### src/rtl/core/sje_pkg.sv
`timescale 1ns / 1ps
package sje_pkg;

    localparam logic [7:0] SS2_BYTE = 8'h8E;
    localparam logic [7:0] SS3_BYTE = 8'h8F;

    localparam logic [2:0] ERR_OK    = 3'd0;
    localparam logic [2:0] ERR_NUL   = 3'd1;
    localparam logic [2:0] ERR_LEAD  = 3'd2;
    localparam logic [2:0] ERR_TRAIL = 3'd3;
    localparam logic [2:0] ERR_TRUNC = 3'd4;

    typedef struct packed {
        logic [7:0] in_byte;
        logic       end_of_string;
    } t_in_item;

    typedef struct packed {
        logic [7:0] out_byte;
        logic [2:0] error_code;
        logic       last_of_run;
        logic       string_done;
    } t_out_item;

    // One classified input byte: up to three result bytes that share a code
    typedef struct packed {
        logic [7:0] byte0;
        logic [7:0] byte1;
        logic [7:0] byte2;
        logic [1:0] nbytes;
        logic [2:0] error_code;
        logic       string_done;
    } t_job;

endpackage

### src/rtl/core/sje_front.sv
`timescale 1ns / 1ps
module sje_front
    import sje_pkg::*;
(
    input  logic     i_clk,
    input  logic     i_rst_n,
    input  logic     i_accept,
    input  t_in_item i_item,
    output logic     o_job_valid,
    output t_job     o_job
);

    logic [7:0] r_held_lead;
    logic       r_lead_pending;
    logic [7:0] n_held_lead;
    logic       n_lead_pending;

    logic [7:0] b;
    logic       eos;
    logic       is_lead;
    logic       trail_ok;
    logic       odd;
    logic [7:0] ten;
    logic [8:0] ku_wide;
    logic [7:0] ku;
    logic       plane2;

    assign b   = i_item.in_byte;
    assign eos = i_item.end_of_string;
    assign is_lead = (b >= 8'h81 && b <= 8'h9F) || (b >= 8'hE0 && b <= 8'hFC);

    // Trail decode: ten in 1..94 and odd-ku flag
    always_comb begin
        trail_ok = 1'b1;
        odd      = 1'b1;
        ten      = 8'd0;
        if (b >= 8'h40 && b <= 8'h7E) begin
            ten = b - 8'h3F;
        end else if (b >= 8'h80 && b <= 8'h9E) begin
            ten = b - 8'h40;
        end else if (b >= 8'h9F && b <= 8'hFC) begin
            ten = b - 8'h9E;
            odd = 1'b0;
        end else begin
            trail_ok = 1'b0;
            odd      = 1'b0;
        end
    end

    always_comb begin
        plane2  = 1'b0;
        ku_wide = 9'd0;
        if (r_held_lead <= 8'h9F) begin
            ku_wide = {r_held_lead, 1'b0} - 9'h100 - {8'd0, odd};
        end else if (r_held_lead <= 8'hEF) begin
            ku_wide = {r_held_lead, 1'b0} - 9'h180 - {8'd0, odd};
        end else if (r_held_lead <= 8'hF3) begin
            plane2 = 1'b1;
            case (r_held_lead[1:0])
                2'd0:    ku_wide = odd ? 9'd1  : 9'd8;
                2'd1:    ku_wide = odd ? 9'd3  : 9'd4;
                2'd2:    ku_wide = odd ? 9'd5  : 9'd12;
                default: ku_wide = odd ? 9'd13 : 9'd14;
            endcase
        end else begin
            plane2 = 1'b1;
            if (r_held_lead == 8'hF4 && odd) begin
                ku_wide = 9'd15;
            end else begin
                ku_wide = {r_held_lead, 1'b0} - 9'h19A - {8'd0, odd};
            end
        end
        ku = ku_wide[7:0];
    end

    always_comb begin
        n_held_lead    = r_held_lead;
        n_lead_pending = r_lead_pending;
        o_job_valid    = 1'b0;
        o_job.byte0       = 8'd0;
        o_job.byte1       = 8'd0;
        o_job.byte2       = 8'd0;
        o_job.nbytes      = 2'd1;
        o_job.error_code  = ERR_OK;
        o_job.string_done = eos;
        if (i_accept) begin
            o_job_valid = 1'b1;
            if (r_lead_pending) begin
                n_lead_pending = 1'b0;
                n_held_lead    = 8'd0;
                if (!trail_ok) begin
                    o_job.error_code = ERR_TRAIL;
                end else if (plane2) begin
                    o_job.byte0  = SS3_BYTE;
                    o_job.byte1  = ku + 8'hA0;
                    o_job.byte2  = ten + 8'hA0;
                    o_job.nbytes = 2'd3;
                end else begin
                    o_job.byte0  = ku + 8'hA0;
                    o_job.byte1  = ten + 8'hA0;
                    o_job.nbytes = 2'd2;
                end
            end else if (b == 8'd0) begin
                o_job.error_code = ERR_NUL;
            end else if (b < 8'h80) begin
                o_job.byte0 = b;
            end else if (b >= 8'hA1 && b <= 8'hDF) begin
                o_job.byte0  = SS2_BYTE;
                o_job.byte1  = b;
                o_job.nbytes = 2'd2;
            end else if (is_lead) begin
                if (eos) begin
                    o_job.error_code = ERR_TRUNC;
                end else begin
                    // hold the lead, no result yet
                    o_job_valid    = 1'b0;
                    n_held_lead    = b;
                    n_lead_pending = 1'b1;
                end
            end else begin
                o_job.error_code = ERR_LEAD;
            end
        end
    end

    always_ff @(posedge i_clk) begin
        if (!i_rst_n) begin
            r_held_lead    <= 8'd0;
            r_lead_pending <= 1'b0;
        end else begin
            r_held_lead    <= n_held_lead;
            r_lead_pending <= n_lead_pending;
        end
    end

endmodule

### src/rtl/core/sje_queue.sv
`timescale 1ns / 1ps
module sje_queue
    import sje_pkg::*;
#(
    parameter int DEPTH = 4
) (
    input  logic i_clk,
    input  logic i_rst_n,
    input  logic i_wr,
    input  t_job i_wr_job,
    input  logic i_rd,
    output t_job o_rd_job,
    output logic o_full,
    output logic o_empty
);

    localparam int PTR_W = (DEPTH > 1) ? $clog2(DEPTH) : 1;
    localparam int CNT_W = $clog2(DEPTH + 1);
    localparam logic [PTR_W-1:0] LAST_PTR = PTR_W'(DEPTH - 1);
    localparam logic [CNT_W-1:0] FULL_CNT = CNT_W'(DEPTH);

    t_job             r_slots [DEPTH];
    logic [PTR_W-1:0] r_wr_ptr;
    logic [PTR_W-1:0] r_rd_ptr;
    logic [CNT_W-1:0] r_count;
    logic [CNT_W-1:0] n_count;
    logic             wr_en;
    logic             rd_en;

    assign o_full   = (r_count == FULL_CNT);
    assign o_empty  = (r_count == '0);
    assign wr_en    = i_wr && !o_full;
    assign rd_en    = i_rd && !o_empty;
    assign o_rd_job = r_slots[r_rd_ptr];

    always_comb begin
        n_count = r_count;
        if (wr_en && !rd_en) begin
            n_count = r_count + 1'b1;
        end else if (rd_en && !wr_en) begin
            n_count = r_count - 1'b1;
        end
    end

    always_ff @(posedge i_clk) begin
        if (wr_en) begin
            r_slots[r_wr_ptr] <= i_wr_job;
        end
    end

    always_ff @(posedge i_clk) begin
        if (!i_rst_n) begin
            r_wr_ptr <= '0;
            r_rd_ptr <= '0;
            r_count  <= '0;
        end else begin
            r_count <= n_count;
            if (wr_en) begin
                r_wr_ptr <= (r_wr_ptr == LAST_PTR) ? '0 : r_wr_ptr + 1'b1;
            end
            if (rd_en) begin
                r_rd_ptr <= (r_rd_ptr == LAST_PTR) ? '0 : r_rd_ptr + 1'b1;
            end
        end
    end

endmodule

### src/rtl/core/sje_back.sv
`timescale 1ns / 1ps
module sje_back
    import sje_pkg::*;
(
    input  logic      i_clk,
    input  logic      i_rst_n,
    input  t_job      i_job,
    input  logic      i_job_empty,
    input  logic      i_pop,
    output logic      o_job_done,
    output t_out_item o_item
);

    logic [1:0] r_idx;
    logic [1:0] n_idx;
    logic       last;

    assign last = (r_idx == (i_job.nbytes - 2'd1));

    always_comb begin
        case (r_idx)
            2'd0:    o_item.out_byte = i_job.byte0;
            2'd1:    o_item.out_byte = i_job.byte1;
            default: o_item.out_byte = i_job.byte2;
        endcase
        o_item.error_code  = i_job.error_code;
        o_item.last_of_run = last;
        o_item.string_done = i_job.string_done;
    end

    // retire the job on its final byte, otherwise advance to the next byte
    assign o_job_done = i_pop && !i_job_empty && last;

    always_comb begin
        n_idx = r_idx;
        if (i_pop && !i_job_empty) begin
            n_idx = last ? 2'd0 : r_idx + 2'd1;
        end
    end

    always_ff @(posedge i_clk) begin
        if (!i_rst_n) begin
            r_idx <= 2'd0;
        end else begin
            r_idx <= n_idx;
        end
    end

endmodule

### src/rtl/core/sjis2004_to_eucjis2004_converter.sv
`timescale 1ns / 1ps
// Each result is registered in the job queue, behind any jobs that are still waiting.
// Throughput: one input byte per cycle while the job queue has room; results leave
// at one per cycle while pop is asserted, so a double-byte character costs two or
// three output bytes in the back-end serializer, which sets the sustained rate.
// Reset: synchronous, active low; clears the held lead and empties the job queue.
module sjis2004_to_eucjis2004_converter
    import sje_pkg::*;
#(
    parameter int QUEUE_DEPTH = 4
) (
    input  logic      i_clk,
    input  logic      i_rst_n,
    input  logic      push,
    output logic      full,
    input  t_in_item  i_in_item,
    output logic      empty,
    input  logic      pop,
    output t_out_item o_out_item
);

    logic accept;
    logic job_valid;
    t_job front_job;
    t_job head_job;
    logic job_done;

    // A transaction on the input side completes when push meets a non-full queue.
    // Bytes that only hold a lead take a queue-full check too; keeps the front simple.
    assign accept = push && !full;

    // Front: classify the byte, track the pending lead, build a job descriptor
    sje_front u_front (
        .i_clk      (i_clk),
        .i_rst_n    (i_rst_n),
        .i_accept   (accept),
        .i_item     (i_in_item),
        .o_job_valid(job_valid),
        .o_job      (front_job)
    );

    // Short queue of jobs decouples front and back stalls
    sje_queue #(
        .DEPTH(QUEUE_DEPTH)
    ) u_queue (
        .i_clk   (i_clk),
        .i_rst_n (i_rst_n),
        .i_wr    (job_valid),
        .i_wr_job(front_job),
        .i_rd    (job_done),
        .o_rd_job(head_job),
        .o_full  (full),
        .o_empty (empty)
    );

    // Back: serialize each job into one result transaction per output byte
    sje_back u_back (
        .i_clk      (i_clk),
        .i_rst_n    (i_rst_n),
        .i_job      (head_job),
        .i_job_empty(empty),
        .i_pop      (pop),
        .o_job_done (job_done),
        .o_item     (o_out_item)
    );

endmodule
### config.mk
export PLATFORM = sky130hd
export DESIGN_NAME = sjis2004_to_eucjis2004_converter
export DESIGN_NICKNAME = d
export VERILOG_FILES = /design/src/rtl/core/sje_pkg.sv /design/src/rtl/core/sje_front.sv /design/src/rtl/core/sje_queue.sv /design/src/rtl/core/sje_back.sv /design/src/rtl/core/sjis2004_to_eucjis2004_converter.sv
export SDC_FILE = /design/constraint.sdc
export NUM_CORES = 1
export LEC_CHECK = 0
export ABC_AREA = 1
export BUFFER_PORTS_ARGS = -buffer_cell sky130_fd_sc_hd__buf_4
export CAP_MARGIN = 20
export CORE_ASPECT_RATIO = 0.5
export CORE_MARGIN = 1.5
export CORE_UTILIZATION = 39
export CTS_BUF_LIST = sky130_fd_sc_hd__clkbuf_4
export CTS_CLUSTER_DIAMETER = 60
export DETAILED_ROUTE_END_ITERATION = 8
export PLACE_DENSITY = 0.51
export SLEW_MARGIN = 10
export SYNTH_ARGS = -nofsm -noshare
export SYNTH_HDL_FRONTEND = slang
export SYNTH_HIERARCHICAL = 1
export SYNTH_SLANG_ARGS = --single-unit
### constraint.sdc
create_clock -name i_clk -period 9.67 [get_ports i_clk]
set_clock_uncertainty 0.2 [all_clocks]
set_input_delay 1.4505 -clock i_clk [delete_from_list [all_inputs] [get_ports i_clk]]
set_output_delay 1.4505 -clock i_clk [all_outputs]
set_load 0.05 [all_outputs]
==> flow_metrics.env, run 1 <==
export IMPL_layout_drive_gt1_share_pct=13.0
export IMPL_postSynthCellCount=876
export IMPL_crit_buf_inv=3
export IMPL_design_area_um2=8740
export IMPL_leakagePower_nw=3.53
export IMPL_synth_area_per_cell_um2=9.22
export IMPL_io_pins=28
export IMPL_die_area_um2=21600
export IMPL_post_cts_resized=0
export IMPL_routedWlPerCell_um=17.9
export IMPL_dp_cells=1131
export IMPL_seqCellArea_um2=4010
export IMPL_vias=6107
export IMPL_synth_seq_cells=140
export IMPL_slew_headroom_pct=28.3
export IMPL_crit_cells=19
export IMPL_gp_congestion=0.909
export IMPL_start_util_pct=40.7
export IMPL_crit_type="input pin to flip-flop"
export IMPL_path_clk_slew_ns=0.13
export IMPL_cts_tree="built"
export IMPL_finalNetCount=948
export IMPL_crit_family="adder cells"
export IMPL_post_route_period_util_pct=47.4
export IMPL_fin_cells=1166
export IMPL_r2r_end="u_queue/r_slots[2][28]"
export IMPL_slew_violations=0
export IMPL_grt_max_degree=62
export IMPL_antenna_found_initial=1
export IMPL_max_clock_path_buffers=2
export IMPL_seq_area_frac_synth_pct=49.6
export IMPL_clkSinkCount=140
export IMPL_vias_per_cell=5.24
export IMPL_die_width_um=207
export IMPL_crit_path_end_kind="flip-flop"
export IMPL_slowest_delay_ns=0.43
export IMPL_cts_hold_buffers=0
export IMPL_required_ns=9.82
export IMPL_hold_depth=2
export IMPL_dpl_hpwl_um=13900
export IMPL_clock_latency_ns=0.55
export IMPL_worstPathArrival_ns=4.73
export IMPL_drtAntennaViolNets=0
export IMPL_reg2reg_from="u_front/r_held_lead[5]"
export IMPL_drt_wl_total_um=20900
export IMPL_area_growth_pct=8.21
export IMPL_tightest_slew_ns=1.07
export IMPL_powerDensity_nw_per_um2=255
export IMPL_finalHoldViolCount=0
export IMPL_maxCapViolCount=0
export IMPL_max_freq_mhz=218
export IMPL_crit_start="i_in_item[7]"
export IMPL_coreArea_um2=19900
export IMPL_n_fill_cell=1934
export IMPL_drc=0
export IMPL_clockRootBuffer="clkbuf_4"
export IMPL_crit_path_max_fanout=14
export IMPL_vdd_drop_max_mv=0.0981
export IMPL_ys_warn_count=6
export IMPL_fin_ws_ns=5.09
export IMPL_row_count=36
export IMPL_numCtsBuffers=17
export IMPL_crit_chain="buf_4, inv_1, ha_1, a21oi_1, nand2_1, nand2_2, nand2_4, nand2_4, inv_2, ha_1, fa_1, a31oi_1, xnor2_1, a21oi_1, nor2_1, a21oi_2, ha_1, nand2_1, a21oi_1"
export IMPL_cts_max_level=4
export IMPL_min_path_type="flip-flop to flip-flop"
export IMPL_n_antenna_cell=0
export IMPL_syn_num_nets=937
export IMPL_status="finished clean"
export IMPL_io_buffers=27
export IMPL_grt_pass1_vias=5703
export IMPL_worst_path_max_delay_cell="fa_1"
export IMPL_place_area_um2=8350
export IMPL_cp_endpoint="u_queue/r_slots[2][28]"
export IMPL_synthDistinctLibCells=43
export IMPL_grt_setup_unrepaired="false"
export IMPL_period_needed_ns=4.58
export IMPL_fin_total_pwr_mw=2.23
export IMPL_cts_setup_buffers=0
export IMPL_startpoint_type="input pin"
export IMPL_grt_pass1_wl_um=32700
export IMPL_grt_ovfl_total=0
export IMPL_syn_cell_area_um2=8080
export IMPL_fin_setup_tns_ns=0
export IMPL_reg2reg_slack_ns=6.28
export IMPL_die_y_um=105
export IMPL_post_place_ws_ns=4.55
export IMPL_grt_use_total_pct=20.0
export IMPL_multi_input_area_um2=3410
export IMPL_finalSetupViolCount=0
export IMPL_firstDrtPassIters=6
export IMPL_worstRegToRegCells=9
export IMPL_drt_iter0_markers=522
[state kept, by name, indices dropped and copies added, names as in the netlist, named ones only]
signal	flops
u_back/r_idx	2
u_queue/r_wr_ptr	2
u_queue/r_count	3
u_front/r_lead_pending	1
u_front/r_held_lead	8
u_queue/r_rd_ptr	2
u_queue/r_slots	120
[worst min-delay path: stages, from the launching register on]
cell	delay, ns
dfxtp_1	0.35
nand2_1	0.07
a21oi_1	0.05
[layout make-up]
| type | instances | share of cell area (%) |
|---|---|---|
| sequential | 140 | 45.8 |
| timing repair buffer | 32 | 3.35 |
| clock inverter | 15 | 2.22 |
| tap | 266 | 3.81 |
| inverter | 98 | 4.38 |
| clock buffer | 17 | 1.46 |
| multi-input combinational | 598 | 39.0 |
[stage by stage]
| step | util, % | hold slack (ns) |
|---|---|---|
| 6_report | 44.0 | 0.306 |
| 5_1_grt | 44.0 | 0.339 |
| 4_1_cts | 43.6 | 0.309 |
| 3_5_place_dp | 42.0 | 0.283 |
| 3_3_place_gp | 42.0 | 0.286 |
| 2_1_floorplan | - | 0.253 |
[worst min-delay path by stage]
stage                                 from                endpoint
floorplan           u_front/r_held_lead[7]  u_front/r_held_lead[7]
global placement    u_front/r_held_lead[7]  u_front/r_held_lead[7]
detailed placement  u_front/r_held_lead[7]  u_front/r_held_lead[7]
CTS                 u_front/r_held_lead[7]  u_front/r_held_lead[7]
global route        u_front/r_held_lead[7]  u_front/r_held_lead[7]
finish              u_front/r_held_lead[7]  u_front/r_held_lead[7]
[cell usage in the layout, fill, tap and decap left out, types with 8 or more instances in the layout]
cell type,count
nand2_1,131
nor2_1,120
edfxtp_1,120
inv_1,87
o21ai_0,59
ha_1,46
nand3_1,38
a21oi_1,38
o21ai_1,34
o22ai_1,32
buf_4,29
dfxtp_1,19
clkbuf_4,17
nand2_2,12
xor2_1,12
a31oi_1,11
a22oi_1,8
nand2_4,8
nor2_4,8
[routing by layer]
layer  part of all wire, %  GRT usage, %
met5                     0             0
met4                   1.3          4.76
met3                   4.8          3.34
met2                    42          28.6
met1                    52          31.1
[report_power, final]
part / leakage [nW] / switching, mW / internal (mW)
clock network: 0.168 / 0.266 / 0.147
logic: 2.07 / 0.722 / 0.296
registers: 1.29 / 0.0366 / 0.762
total: 3.53 / 1.02 / 1.21
[logic make-up after synthesis]
family | Yosys count | synth area share [%]
XOR/XNOR | 16 | 1.73
AND/OR/NAND/NOR | 340 | 19.0
buffers and inverters | 138 | 8.64
adder cells (fa/ha/maj) | 48 | 7.62
flip-flops | 140 | 49.6
AO/OA/AOI/OAI | 194 | 13.5
[synthesized netlist by cell type]
| master | n | area share [%] |
|---|---|---|
| inv_4 | 3 | 0.23 |
| clkbuf_1 | 4 | 0.19 |
| ha_1 | 46 | 7.1 |
| o21ai_0 | 59 | 3.7 |
| o22ai_1 | 32 | 2.5 |
| inv_2 | 7 | 0.33 |
| o211ai_1 | 3 | 0.28 |
| o311ai_1 | 1 | 0.11 |
| nand4_1 | 5 | 0.39 |
| nand3b_1 | 2 | 0.19 |
| fa_1 | 2 | 0.50 |
| nand2_1 | 131 | 6.1 |
| nor2_1 | 124 | 5.8 |
| buf_2 | 9 | 0.56 |
| buf_4 | 13 | 1.2 |
| nand3_2 | 4 | 0.50 |
| nor2_2 | 2 | 0.15 |
| nand2_2 | 12 | 0.93 |
| a211oi_2 | 2 | 0.31 |
| a211oi_1 | 2 | 0.19 |
| inv_8 | 1 | 0.14 |
| a21oi_2 | 1 | 0.11 |
| nor3_1 | 5 | 0.31 |
| nor3_2 | 2 | 0.25 |
| nor2_8 | 1 | 0.25 |
| buf_6 | 14 | 2.0 |
| dfxtp_1 | 20 | 5.0 |
| o21bai_1 | 1 | 0.093 |
| xnor2_1 | 4 | 0.43 |
| xor2_1 | 12 | 1.3 |
| or2_2 | 1 | 0.077 |
| a32oi_1 | 1 | 0.11 |
| nor2_4 | 4 | 0.56 |
| nand3_1 | 38 | 2.4 |
| edfxtp_1 | 120 | 45 |
| a31oi_1 | 11 | 0.85 |
| nand2_4 | 8 | 1.1 |
| a21oi_1 | 38 | 2.4 |
| o21a_1 | 1 | 0.093 |
| o21ai_1 | 34 | 2.1 |
| and2_1 | 1 | 0.077 |
| a22oi_1 | 8 | 0.74 |
| inv_1 | 87 | 4.0 |
(Power assumes the default switching activity.)
==> run 2, diff against run 1 <==
PLACE_DENSITY = 0.53   (was 0.51)
clock period = 3.7 ns   (was 9.67 ns; I/O delays follow)
==> flow_metrics.env, run 2 (same netlist as run 1, synthesis figures left out) <==
export IMPL_status="finished clean"
export IMPL_slowest_delay_ns=0.40
export IMPL_crit_cells=19
export IMPL_drt_iter0_markers=507
export IMPL_finalHoldViolCount=0
export IMPL_clockRootBuffer="clkbuf_4"
export IMPL_worstRegToRegCells=11
export IMPL_utilization_pct=45.0
export IMPL_tightest_slew_ns=0.786
export IMPL_crit_family="adder cells"
export IMPL_design_area_um2=8940
export IMPL_crit_path_max_fanout=5
export IMPL_grt_setup_unrepaired="false"
export IMPL_post_route_period_util_pct=87.5
export IMPL_min_from="i_in_item[0]"
export IMPL_fin_ws_ns=0.461
export IMPL_cts_max_level=4
export IMPL_cts_hold_buffers=0
export IMPL_grt_use_total_pct=19.9
export IMPL_crit_type="input pin to flip-flop"
export IMPL_leakagePower_nw=3.63
export IMPL_start_util_pct=40.7
export IMPL_routedWlPerCell_um=17.3
export IMPL_max_freq_mhz=309
export IMPL_area_growth_pct=10.7
export IMPL_p_int_mw=3.37
export IMPL_drtAntennaViolNets=0
export IMPL_seq_power_share_pct=35.7
export IMPL_clkSinkCount=140
export IMPL_period_needed_ns=3.24
export IMPL_gp_congestion=0.897
export IMPL_startpoint_type="input pin"
export IMPL_finalNetCount=974
export IMPL_hold_depth=1
export IMPL_max_clock_path_buffers=2
export IMPL_required_ns=3.81
export IMPL_crit_buf_inv=3
export IMPL_top_regs="u_queue/r_slots: 120 flops, u_front/r_held_lead: 8 flops, u_queue/r_count: 3 flops"
export IMPL_vdd_drop_max_mv=0.319
export IMPL_place_area_um2=8600
export IMPL_most_common_layout_cells="nand2_1, nor2_1, edfxtp_1"
export IMPL_slew_violations=0
export IMPL_vias_per_cell=5.18
export IMPL_vias=6176
export IMPL_powerDensity_nw_per_um2=665
export IMPL_min_path_type="input pin to flip-flop"
export IMPL_timing_hold_ws_ns=0.0776
export IMPL_antenna_found_initial=0
export IMPL_row_count=36
export IMPL_io_pins=28
export IMPL_r2r_end="u_queue/r_slots[0][28]"
export IMPL_final_common_cell="nand2_1"
export IMPL_reg2reg_slack_ns=0.54
export IMPL_p_sw_mw=2.58
export IMPL_coreArea_um2=19900
export IMPL_slew_headroom_pct=47.5
export IMPL_grt_pass1_wl_um=32500
export IMPL_finalSetupViolCount=0
export IMPL_switching_share_pct=43.4
export IMPL_worstPathArrival_ns=3.35
export IMPL_crit_chain="buf_4, inv_1, ha_1, a21oi_1, nand2_1, nand2_2, nand2_4, nand2_4, inv_2, ha_1, fa_1, a31oi_1, xnor2_1, a21oi_1, nor2_1, a21oi_2, ha_1, nand2_1, a21oi_1"
export IMPL_die_y_um=105
export IMPL_largest_register="u_queue/r_slots"
export IMPL_io_buffers=27
export IMPL_p_comb_share_pct=44.8
export IMPL_layout_drive_gt1_share_pct=15.4
export IMPL_dpl_hpwl_um=14100
export IMPL_grt_pass1_vias=5843
export IMPL_largest_reg_flops=120
export IMPL_cts_tree="built"
export IMPL_cts_setup_buffers=0
export IMPL_die_area_um2=21600
export IMPL_drt_wl_total_um=20600
export IMPL_path_clk_slew_ns=0.13
export IMPL_post_place_ws_ns=-0.0617
export IMPL_maxCapViolCount=0
export IMPL_p_clk_share_pct=19.5
export IMPL_crit_path_end_kind="flip-flop"
export IMPL_grt_ovfl_total=0
export IMPL_clock_latency_ns=0.52
export IMPL_firstDrtPassIters=6
export IMPL_grt_max_degree=61
export IMPL_die_width_um=207
export IMPL_n_fill_cell=1866
export IMPL_post_cts_resized=0
export IMPL_numCtsBuffers=17
export IMPL_hold_end="u_queue/r_slots[1][0]"
export IMPL_reg2reg_from="u_front/r_held_lead[0]"
export IMPL_drc=0
export IMPL_worst_path_max_delay_cell="fa_1"
-- run 2: power groups by stage --
stage	clock, mW	sequential [mW]	combinational, mW
after floorplan	0	2.10	2.03
after global placement	0	2.15	2.65
after detailed placement	0	2.16	2.67
after CTS	1.19	2.12	2.68
after global routing	1.26	2.15	2.91
final	1.16	2.12	2.66
-- run 2: worst max path at each step --
stage | start | end | slack [ns]
3_3_place_gp | i_in_item[7] | u_queue/r_slots[2][28] | 0.04
4_1_cts | i_in_item[7] | u_queue/r_slots[2][28] | 0.50
3_5_place_dp | i_in_item[7] | u_queue/r_slots[3][28] | -0.06
2_1_floorplan | i_in_item[8] | u_queue/r_slots[3][0] | -0.04
6_report | i_in_item[7] | u_queue/r_slots[0][28] | 0.46
5_1_grt | i_in_item[7] | u_queue/r_slots[3][29] | 0.21
-- run 2: area by class of cell --
cell class | instances | area, µm² | area share (%)
multi-input cells | 598 | 3390 | 38.0
diodes | 1 | 2.50 | 0.0280
repair buffers | 58 | 485 | 5.43
inverters | 98 | 383 | 4.28
clock buffers | 18 | 135 | 1.51
flip-flops and latches | 140 | 4010 | 44.8
well taps | 266 | 333 | 3.72
clock inverters | 14 | 204 | 2.28
-- run 2: routing by layer --
layer	GRT usage [%]	share of wire, %
met1	30.2	51
met2	28.9	42
met3	3.77	5.7
met5	0	0
met4	4.92	1.3
-- run 2: metrics by stage --
stage | std cells | power, mW | TNS [ns]
6_report | 1193 | 5.95 | 0
3_5_place_dp | 1160 | 4.83 | -0.257
3_3_place_gp | 1160 | 4.81 | 0
5_1_grt | 1192 | 6.32 | 0
2_1_floorplan | 876 | 4.13 | -5.08
4_1_cts | 1192 | 5.99 | 0
